$ cat src/tbop_pkg.sv
// ----------------------------------------------------------------------------
// tbop_pkg
// Shared types and constants for the timer bank
// ----------------------------------------------------------------------------
package tbop_pkg;

  localparam int NUM_TIMERS = 16;
  localparam int SLOT_W = 4;
  localparam int TIME_W = 32;
  localparam int REM_W = 33;
  localparam int CNT_W = 8;
  localparam int DIV_STEPS = 32;
  localparam int STEP_W = $clog2(DIV_STEPS + 1);

  typedef enum logic [1:0] {
    FUNC_TICK = 2'd0,
    FUNC_ONESHOT = 2'd1,
    FUNC_PERIODIC = 2'd2,
    FUNC_STOP = 2'd3
  } func_t;

  typedef enum logic [2:0] {
    KIND_STARTED = 3'd0,
    KIND_NOSLOT = 3'd1,
    KIND_BADPERIOD = 3'd2,
    KIND_FIRED = 3'd3,
    KIND_NONE = 3'd4,
    KIND_STOPPED = 3'd5,
    KIND_NOTACTIVE = 3'd6
  } kind_t;

  typedef enum logic [2:0] {
    ST_IDLE,
    ST_SCAN,
    ST_DIV,
    ST_REPORT,
    ST_NONE
  } state_t;

  // control from the sequencer to the cell row
  typedef struct packed {
    logic shift;
    logic [REM_W-1:0] head_rem;
    logic [TIME_W-1:0] load_per;
  } cell_ctrl_t;

endpackage

$ cat src/tbop_cell.sv
// ----------------------------------------------------------------------------
// tbop_cell
// One timer slot; in scan mode it takes the state of its upper neighbor
// ----------------------------------------------------------------------------
module tbop_cell
  import tbop_pkg::*;
(
  input  logic                    clk,
  input  logic                    rst_n,
  input  logic                    shift,
  input  logic                    in_busy,
  input  logic [REM_W-1:0]        in_rem,
  input  logic [TIME_W-1:0]       in_per,
  input  logic                    wr,
  input  logic                    wr_busy,
  input  logic [REM_W-1:0]        wr_rem,
  input  logic [TIME_W-1:0]       wr_per,
  output logic                    busy,
  output logic [REM_W-1:0]        rem,
  output logic [TIME_W-1:0]       per
);

  logic busy_r;
  logic [REM_W-1:0] rem_r;
  logic [TIME_W-1:0] per_r;

  always_ff @(posedge clk) begin
    if (!rst_n) begin
      busy_r <= 1'b0;
    end else if (shift) begin
      busy_r <= in_busy;
    end else if (wr) begin
      busy_r <= wr_busy;
    end
  end

  always_ff @(posedge clk) begin
    if (shift) begin
      rem_r <= in_rem;
      per_r <= in_per;
    end else if (wr) begin
      rem_r <= wr_rem;
      per_r <= wr_per;
    end
  end

  assign busy = busy_r;
  assign rem = rem_r;
  assign per = per_r;

endmodule

$ cat src/tbop_div.sv
// ----------------------------------------------------------------------------
// tbop_div
// Restoring divider, one quotient bit per cycle
// ----------------------------------------------------------------------------
module tbop_div
  import tbop_pkg::*;
(
  input  logic              clk,
  input  logic              rst_n,
  input  logic              go,
  input  logic [TIME_W-1:0] num,
  input  logic [TIME_W-1:0] den,
  output logic              done,
  output logic [TIME_W-1:0] quo,
  output logic [TIME_W-1:0] rmd
);

  logic [TIME_W-1:0] q_r, q_nxt;
  logic [TIME_W:0] r_r, r_nxt;
  logic [TIME_W-1:0] d_r;
  logic [STEP_W-1:0] n_r, n_nxt;
  logic run_r, run_nxt;
  logic [TIME_W:0] trial;

  always_comb begin
    q_nxt = q_r;
    r_nxt = r_r;
    n_nxt = n_r;
    run_nxt = run_r;
    trial = {r_r[TIME_W-1:0], q_r[TIME_W-1]} - {1'b0, d_r};
    if (go) begin
      q_nxt = num;
      r_nxt = '0;
      n_nxt = STEP_W'(DIV_STEPS);
      run_nxt = 1'b1;
    end else if (run_r) begin
      if (!trial[TIME_W]) begin
        r_nxt = trial;
        q_nxt = {q_r[TIME_W-2:0], 1'b1};
      end else begin
        r_nxt = {r_r[TIME_W-1:0], q_r[TIME_W-1]};
        q_nxt = {q_r[TIME_W-2:0], 1'b0};
      end
      n_nxt = n_r - STEP_W'(1);
      if (n_r == STEP_W'(1)) begin
        run_nxt = 1'b0;
      end
    end
  end

  always_ff @(posedge clk) begin
    if (!rst_n) begin
      run_r <= 1'b0;
    end else begin
      run_r <= run_nxt;
    end
  end

  always_ff @(posedge clk) begin
    q_r <= q_nxt;
    r_r <= r_nxt;
    n_r <= n_nxt;
    if (go) begin
      d_r <= den;
    end
  end

  assign done = run_r && (n_r == STEP_W'(1));
  assign quo = q_nxt;
  assign rmd = r_nxt[TIME_W-1:0];

endmodule

$ cat src/timer_bank_oneshot_periodic_core.sv
// ----------------------------------------------------------------------------
// timer_bank_oneshot_periodic_core
// Sixteen one-shot or periodic timers with lowest-free slot allocation
// ----------------------------------------------------------------------------
// Start, stop and tick commands are taken while busy is low; each result is
// shown for one cycle on out_valid and must be taken then, the receiver cannot
// stall. The slots sit in a ring of cells. After a start or stop, busy stays high
// in ST_NONE alone and the result comes in that state. A tick rotates the ring
// once through slot 0, one slot per cycle except while the shared bit-serial
// divider works for a periodic timer that fires (ST_DIV); busy stays high to the
// end of ST_NONE and the final result comes in the last busy cycle.
module timer_bank_oneshot_periodic_core
  import tbop_pkg::*;
(
  input  logic              clk,
  input  logic              rst_n,
  input  logic              start,
  output logic              busy,
  input  logic [1:0]        in_func,
  input  logic [TIME_W-1:0] in_time_value,
  input  logic [SLOT_W-1:0] in_timer_id,
  output logic              out_valid,
  output logic [2:0]        out_kind,
  output logic [SLOT_W-1:0] out_slot,
  output logic [CNT_W-1:0]  out_fire_count,
  output logic              out_last
);

  logic [NUM_TIMERS-1:0] c_busy;
  logic [REM_W-1:0] c_rem [NUM_TIMERS];
  logic [TIME_W-1:0] c_per [NUM_TIMERS];
  logic [NUM_TIMERS-1:0] c_wr;
  logic [NUM_TIMERS-1:0] c_wbusy;
  cell_ctrl_t ctl;

  state_t state_r, state_nxt;
  logic [SLOT_W-1:0] idx_r, idx_nxt;
  logic [TIME_W-1:0] dt_r;
  logic [REM_W-1:0] hrem_r, hrem_nxt;
  logic hold_r, hold_nxt;
  logic [CNT_W-1:0] hcnt_r, hcnt_nxt;

  logic h_busy;
  logic [REM_W-1:0] h_rem;
  logic [CNT_W-1:0] h_cnt;
  logic h_fire;

  logic ov_r, ov_nxt;
  kind_t ok_r, ok_nxt;
  logic [SLOT_W-1:0] os_r, os_nxt;
  logic [CNT_W-1:0] oc_r, oc_nxt;
  logic ol_r, ol_nxt;
  logic pv_r, pv_nxt;
  logic [SLOT_W-1:0] ps_r, ps_nxt;
  logic [CNT_W-1:0] pc_r, pc_nxt;

  logic div_go, div_done;
  logic [TIME_W-1:0] div_q, div_r;
  logic [TIME_W-1:0] over;
  logic accept;
  logic fire_hit;
  logic need_div;
  logic div_fin;
  logic free_found;
  logic [SLOT_W-1:0] free_slot;

  // rotate: cell i takes cell i+1, the top cell takes the processed head
  for (genvar g = 0; g < NUM_TIMERS; g++) begin : g_cell
    logic nb;
    logic [REM_W-1:0] nr;
    logic [TIME_W-1:0] np;
    if (g == NUM_TIMERS - 1) begin : g_top
      assign nb = h_busy;
      assign nr = h_rem;
      assign np = c_per[0];
    end else begin : g_mid
      assign nb = c_busy[g+1];
      assign nr = c_rem[g+1];
      assign np = c_per[g+1];
    end
    tbop_cell u_cell (
      .clk(clk), .rst_n(rst_n), .shift(ctl.shift),
      .in_busy(nb), .in_rem(nr), .in_per(np),
      .wr(c_wr[g]), .wr_busy(c_wbusy[g]),
      .wr_rem(ctl.head_rem), .wr_per(ctl.load_per),
      .busy(c_busy[g]), .rem(c_rem[g]), .per(c_per[g])
    );
  end

  tbop_div u_div (
    .clk(clk), .rst_n(rst_n), .go(div_go),
    .num(over), .den(c_per[0]),
    .done(div_done), .quo(div_q), .rmd(div_r)
  );

  always_comb begin
    free_found = 1'b0;
    free_slot = '0;
    for (int i = NUM_TIMERS - 1; i >= 0; i--) begin
      if (!c_busy[i]) begin
        free_found = 1'b1;
        free_slot = SLOT_W'(i);
      end
    end
  end

  assign accept = start && !busy;
  assign busy = (state_r != ST_IDLE);
  assign over = dt_r - c_rem[0][TIME_W-1:0];
  assign fire_hit = c_busy[0] && ({1'b0, dt_r} >= c_rem[0]);
  assign need_div = (state_r == ST_SCAN) && fire_hit && (c_per[0] != '0) && !hold_r;
  assign div_go = need_div;
  assign div_fin = (state_r == ST_DIV) && div_done;

  always_comb begin
    c_wr = '0;
    c_wbusy = '0;
    ctl = '0;
    ctl.load_per = in_time_value;
    ctl.head_rem = {1'b0, in_time_value};
    if (accept && in_func == FUNC_STOP) begin
      c_wr[in_timer_id] = c_busy[in_timer_id];
      c_wbusy[in_timer_id] = 1'b0;
      ctl.head_rem = c_rem[in_timer_id];
      ctl.load_per = c_per[in_timer_id];
    end else if (accept && free_found
                 && (in_func == FUNC_ONESHOT
                     || (in_func == FUNC_PERIODIC && in_time_value != '0))) begin
      c_wr[free_slot] = 1'b1;
      c_wbusy[free_slot] = 1'b1;
      if (in_func == FUNC_ONESHOT) begin
        ctl.load_per = '0;
      end
    end
    ctl.shift = (state_r == ST_SCAN) && !need_div;
  end

  // head processing of slot 0
  always_comb begin
    h_busy = c_busy[0];
    h_rem = c_rem[0];
    h_cnt = '0;
    h_fire = 1'b0;
    if (hold_r) begin
      h_busy = 1'b1;
      h_rem = hrem_r;
      h_cnt = hcnt_r;
      h_fire = 1'b1;
    end else if (fire_hit && c_per[0] == '0) begin
      h_busy = 1'b0;
      h_rem = '0;
      h_cnt = CNT_W'(1);
      h_fire = 1'b1;
    end else if (c_busy[0] && !fire_hit) begin
      h_rem = c_rem[0] - {1'b0, dt_r};
    end
  end

  // count = q + 1, remaining = p - r
  always_comb begin
    hold_nxt = div_fin;
    hrem_nxt = hrem_r;
    hcnt_nxt = hcnt_r;
    if (div_fin) begin
      hrem_nxt = {1'b0, c_per[0] - div_r};
      hcnt_nxt = (div_q >= TIME_W'(255)) ? '1 : CNT_W'(div_q + TIME_W'(1));
    end
  end

  always_comb begin
    state_nxt = state_r;
    idx_nxt = idx_r;
    case (state_r)
      ST_IDLE: begin
        if (accept) begin
          idx_nxt = '0;
          state_nxt = (in_func == FUNC_TICK) ? ST_SCAN : ST_NONE;
        end
      end
      ST_SCAN: begin
        if (need_div) begin
          state_nxt = ST_DIV;
        end else begin
          idx_nxt = idx_r + SLOT_W'(1);
          if (idx_r == SLOT_W'(NUM_TIMERS - 1)) begin
            state_nxt = ST_REPORT;
          end
        end
      end
      ST_DIV: begin
        if (div_done) begin
          state_nxt = ST_SCAN;
        end
      end
      ST_REPORT: begin
        state_nxt = ST_NONE;
      end
      ST_NONE: begin
        state_nxt = ST_IDLE;
      end
      default: begin
        state_nxt = ST_IDLE;
      end
    endcase
  end

  // the latest fired result is held until it is known whether it is last
  always_comb begin
    ov_nxt = 1'b0;
    ok_nxt = ok_r;
    os_nxt = os_r;
    oc_nxt = oc_r;
    ol_nxt = ol_r;
    pv_nxt = pv_r;
    ps_nxt = ps_r;
    pc_nxt = pc_r;
    case (state_r)
      ST_IDLE: begin
        if (accept) begin
          pv_nxt = 1'b0;
          oc_nxt = '0;
          ol_nxt = 1'b1;
          case (in_func)
            FUNC_TICK: begin
              ov_nxt = 1'b0;
            end
            FUNC_ONESHOT, FUNC_PERIODIC: begin
              ov_nxt = 1'b1;
              os_nxt = '0;
              if (in_func == FUNC_PERIODIC && in_time_value == '0) begin
                ok_nxt = KIND_BADPERIOD;
              end else if (!free_found) begin
                ok_nxt = KIND_NOSLOT;
              end else begin
                ok_nxt = KIND_STARTED;
                os_nxt = free_slot;
              end
            end
            default: begin
              ov_nxt = 1'b1;
              os_nxt = in_timer_id;
              ok_nxt = c_busy[in_timer_id] ? KIND_STOPPED : KIND_NOTACTIVE;
            end
          endcase
        end
      end
      ST_SCAN: begin
        if (h_fire) begin
          if (pv_r) begin
            ov_nxt = 1'b1;
            ok_nxt = KIND_FIRED;
            os_nxt = ps_r;
            oc_nxt = pc_r;
            ol_nxt = 1'b0;
          end
          pv_nxt = 1'b1;
          ps_nxt = idx_r;
          pc_nxt = h_cnt;
        end
      end
      ST_REPORT: begin
        ov_nxt = 1'b1;
        ol_nxt = 1'b1;
        pv_nxt = 1'b0;
        if (pv_r) begin
          ok_nxt = KIND_FIRED;
          os_nxt = ps_r;
          oc_nxt = pc_r;
        end else begin
          ok_nxt = KIND_NONE;
          os_nxt = '0;
          oc_nxt = '0;
        end
      end
      default: begin
      end
    endcase
  end

  always_ff @(posedge clk) begin
    if (!rst_n) begin
      state_r <= ST_IDLE;
      hold_r <= 1'b0;
      ov_r <= 1'b0;
      pv_r <= 1'b0;
    end else begin
      state_r <= state_nxt;
      hold_r <= hold_nxt;
      ov_r <= ov_nxt;
      pv_r <= pv_nxt;
    end
  end

  always_ff @(posedge clk) begin
    idx_r <= idx_nxt;
    hrem_r <= hrem_nxt;
    hcnt_r <= hcnt_nxt;
    ok_r <= ok_nxt;
    os_r <= os_nxt;
    oc_r <= oc_nxt;
    ol_r <= ol_nxt;
    ps_r <= ps_nxt;
    pc_r <= pc_nxt;
    if (accept && in_func == FUNC_TICK) begin
      dt_r <= in_time_value;
    end
  end

  assign out_valid = ov_r;
  assign out_kind = ok_r;
  assign out_slot = os_r;
  assign out_fire_count = oc_r;
  assign out_last = ol_r;

  // no transaction is taken while a command is in progress
  a_no_accept_busy: assert property (@(posedge clk) disable iff (!rst_n)
    busy |-> !accept) else $error("accept while busy");

  // fire count is only set on fired results
  a_cnt_fired: assert property (@(posedge clk) disable iff (!rst_n)
    (out_valid && out_kind != KIND_FIRED) |-> out_fire_count == '0)
    else $error("fire count on non-fired result");

  // start and stop answer with one final result
  a_cmd_result: assert property (@(posedge clk) disable iff (!rst_n)
    (accept && in_func != FUNC_TICK) |=> (out_valid && out_last))
    else $error("missing command result");

  // results only come while a command is in progress
  a_valid_busy: assert property (@(posedge clk) disable iff (!rst_n)
    out_valid |-> busy) else $error("result while idle");

endmodule

$ cat config.mk
export PLATFORM = sky130hd
export DESIGN_NAME = timer_bank_oneshot_periodic_core
export DESIGN_NICKNAME = d
export VERILOG_FILES = /design/src/tbop_pkg.sv /design/src/tbop_cell.sv /design/src/tbop_div.sv /design/src/timer_bank_oneshot_periodic_core.sv
export SDC_FILE = /design/constraint.sdc
export NUM_CORES = 2
export LEC_CHECK = 0
export BUFFER_PORTS_ARGS = -buffer_cell sky130_fd_sc_hd__buf_2
export CORE_MARGIN = 2
export CORE_UTILIZATION = 50
export CTS_CLUSTER_SIZE = 20
export DETAILED_ROUTE_END_ITERATION = 10
export PLACE_DENSITY = 0.69
export SYNTH_ARGS = -nofsm -noshare
export SYNTH_HDL_FRONTEND = slang
export SYNTH_HIERARCHICAL = 1
export SYNTH_SLANG_ARGS = --single-unit
$ cat constraint.sdc
create_clock -name clk -period 10.18 [get_ports clk]
set_clock_uncertainty 0.1 [all_clocks]
set_input_delay 0.509 -clock clk [delete_from_list [all_inputs] [get_ports clk]]
set_output_delay 0.509 -clock clk [all_outputs]
set_load 0.02 [all_outputs]
==> impl_metrics.json <==
{
  "status": "completed",
  "fp.dieH_um": 381,
  "drt-pass1-iter-count": 5,
  "hpwlAfterDp_mm": 116,
  "end_kind": "register",
  "pin_count": 59,
  "cts_max_level": 4,
  "clk_path_buf_depth": 3,
  "fp-row-count": 138,
  "wl_per_cell_um": 28.4,
  "grt_usage_pct": 26.0,
  "core-area_mm2": 0.141,
  "grt_max_degree": 203,
  "synthArstFlopShare_pct": 0,
  "cp_top_family": "compound AO/OA/AOI/OAI gates",
  "post_cts_buffers": 0,
  "final_cell_mix": "edfxtp_1 (1176), mux2_2 (801), mux4_2 (330)",
  "hold-path-endpoint": "dt_r[18]",
  "fmax_mhz": 137,
  "crit_required_ns": 10.61,
  "avgViaCountPerCell": 6.34,
  "cap_violations": 0,
  "critPathSlowestCell": "o311ai_0",
  "route.detailed.drc": 0,
  "start_util_pct": 50.2,
  "ys_warn_count": 6,
  "min_period_ns": 7.33,
  "place_congestion": 0.965,
  "synth_edf_count": 1176,
  "drt_wl_total_mm": 191,
  "hold_path_depth": 1,
  "path_cells": "inv_1 > ha_1 > a21oi_1 > o21ai_0 > a21oi_1 > o311ai_0 > o21ai_0 > and3_1 > nor2b_4 > buf_12 > a311oi_1 > inv_1 > ha_1 > a21oi_1 > o21ai_0 > and3_1 > nor3_1 > o211ai_1 > a211o_1 > a31o_2 > a21oi_1 > xnor2_1",
  "io_buffers": 58,
  "hp-start": "in_time_value[18]",
  "worstMarginPinSlew_ns": 1.35,
  "dieArea_mm2": 0.145,
  "r2r_start": "g_cell[0].u_cell/rem[18]",
  "hold_class": "in -> reg",
  "maxSlewViolCount": 0,
  "r2r_setup_slack_ns": 2.85,
  "slowest_delay_ns": 0.91,
  "avgSynthCellArea_um2": 15.0,
  "drive_gt1_share_pct": 36.9,
  "final_common_cell": "edfxtp_1",
  "synth_cell_types": 85,
  "synthesis.nets": 4913,
  "ant_nets": 0,
  "reg2reg_to": "hrem_r[30]",
  "grt_antenna_before_repair": 6,
  "fin_util_pct": 54.7,
  "critPathBufInv": 3,
  "hold_ws_ns": 0.0343,
  "dr_total_vias": 42644,
  "rsz0062_at_grt": "no",
  "tns_ns": 0,
  "cts_root_buffer": "clkbuf_16",
  "clkTransAtPathRegs_ns": 0.06,
  "path_max_fanout": 75,
  "area_delta_synth_final_pct": 8.84,
  "clock_latency_ns": 0.78,
  "nNetsFinal": 4905,
  "r2r_cells": 22,
  "clock-sinks": 1269,
  "hold_viol": 0,
  "ys.flop_type": "edfxtp_1",
  "power.leakage_nw": 26.9,
  "startpoint_type": "register",
  "grt_pass1_vias": 42229,
  "power_density_mw_per_mm2": 203,
  "ir_worst_vdd_mv": 0.178,
  "dr.first_iter.drc_count": 4913,
  "die_w_um": 381,
  "cp_common_cell": "a21oi_1",
  "cts_tree": "yes",
  "grt_pass1_wl_mm": 282,
  "seq_area_frac_synth_pct": 52.4,
  "path_class": "reg -> reg",
  "setup_viol": 0,
  "synthCells": 4734,
  "numCtsBuffers": 141,
  "synth_seq_cells": 1269,
  "netlist_area_mm2": 0.0709,
  "overflow": 0,
  "relSlewSlack_pct": 9.09,
  "critPathArrivalTime_ns": 7.75,
  "post-route-period-util_pct": 72.0
}
[metrics by stage]
step                      std cells  power, mW  worst slack (ns)  area, um2
after CTS                      6725       15.7              3.10      77200
after floorplan                4734       9.72              3.08      70900
after detailed placement       6450       10.8              3.11      72600
final                          6727       15.7              2.85      77200
after global placement         6450       10.7              3.27      72600
after global routing           6726       16.3              2.45      77200
[final cells by class]
cell class / count / area (um2)
tap: 1890 / 2360
multi-input combinational: 2985 / 31400
antenna: 2 / 5.00
clock inverter: 67 / 488
fill: 11524 / 64000
inverter: 177 / 664
clock buffer: 185 / 3870
timing repair buffer: 152 / 1220
sequential: 1269 / 37200
[cells by family after synthesis]
logic type | after synthesis | share of synthesized area (%)
compound gates | 619 | 6.04
xor+xnor | 124 | 1.55
fa+ha+maj | 138 | 2.48
buf+inv | 480 | 3.41
flops | 1269 | 52.4
mux | 1453 | 29.8
simple gates | 651 | 4.34
[repair_timing]
action | in CTS | in global routing
resized for setup | 0 | 0
endpoints found under the hold margin | 23 | 0
hold buffers | 23 | 0
endpoints found under the setup margin | 0 | 0
[sequential cells by signal (all words and copies together) (netlist names), 3 cells and up]
register / flops
dt_r: 32
g_cell.u_cell/busy: 16
g_cell.u_cell/per: 512
g_cell.u_cell/rem: 528
hcnt_r: 8
hrem_r: 32
idx_r: 4
out_fire_count: 8
out_kind: 3
out_slot: 4
pc_r: 8
ps_r: 4
state_r: 3
u_div/d_r: 32
u_div/n_r: 6
u_div/q_r: 32
u_div/r_r: 32
[power breakdown]
part	switching [mW]	internal, mW	total (mW)
clock	2.10	2.82	4.92
combinational	2.25	1.76	4.02
sequential	0.286	6.46	6.74
total	4.64	11.0	15.7
[layer usage]
layer  global-route usage [%]  wire, um  vias to the layer above
li1                         -         -                    18611
met1                     38.7     85100                    22020
met2                     39.8     86300                     1713
met3                     3.63     13600                      300
met4                     8.06      5720                        0
met5                        0         0                        -
[cell usage after synthesis, types with 11 or more instances]
cell type | n | area share, %
nand4_1 | 23 | 0.20
mux2i_1 | 34 | 0.48
o211a_1 | 17 | 0.24
dfxtp_1 | 93 | 2.6
mux2_2 | 801 | 13
mux4_2 | 330 | 10
buf_6 | 64 | 1.0
a311oi_1 | 28 | 0.35
clkbuf_1 | 97 | 0.51
a22o_1 | 27 | 0.33
or2_2 | 23 | 0.20
a32o_1 | 32 | 0.45
nor2_1 | 147 | 0.78
buf_2 | 100 | 0.71
ha_1 | 134 | 2.4
a21o_1 | 62 | 0.66
mux2_4 | 288 | 6.1
nor2b_1 | 19 | 0.17
and3_1 | 20 | 0.18
o21ai_0 | 129 | 0.91
o211ai_1 | 11 | 0.12
edfxtp_1 | 1176 | 50
nand2b_1 | 40 | 0.35
buf_1 | 38 | 0.20
and2_1 | 27 | 0.24
xor2_1 | 49 | 0.61
nand3_1 | 24 | 0.17
inv_1 | 176 | 0.93
a31oi_1 | 20 | 0.18
a21oi_1 | 144 | 1.0
o21a_1 | 20 | 0.21
a211oi_1 | 15 | 0.16
nand2_1 | 236 | 1.2
nor3_1 | 38 | 0.27
o21bai_1 | 27 | 0.29
xnor2_1 | 73 | 0.90
o31ai_1 | 13 | 0.14
nor4_1 | 29 | 0.26
[worst max-delay path by stage]
stage	cells past startpoint	start	endpoint	slack, ns
6_report	22	g_cell[0].u_cell/rem[18]	hrem_r[30]	2.85
5_1_grt	24	g_cell[0].u_cell/rem[1]	hrem_r[31]	2.45
4_1_cts	24	g_cell[0].u_cell/rem[1]	hrem_r[31]	3.10
3_5_place_dp	22	g_cell[0].u_cell/rem[18]	hrem_r[30]	3.11
3_3_place_gp	24	g_cell[0].u_cell/rem[1]	hrem_r[31]	3.27
2_1_floorplan	25	g_cell[0].u_cell/rem[6]	hrem_r[30]	3.08
No activity file was read; power rests on OpenSTA's default activity.
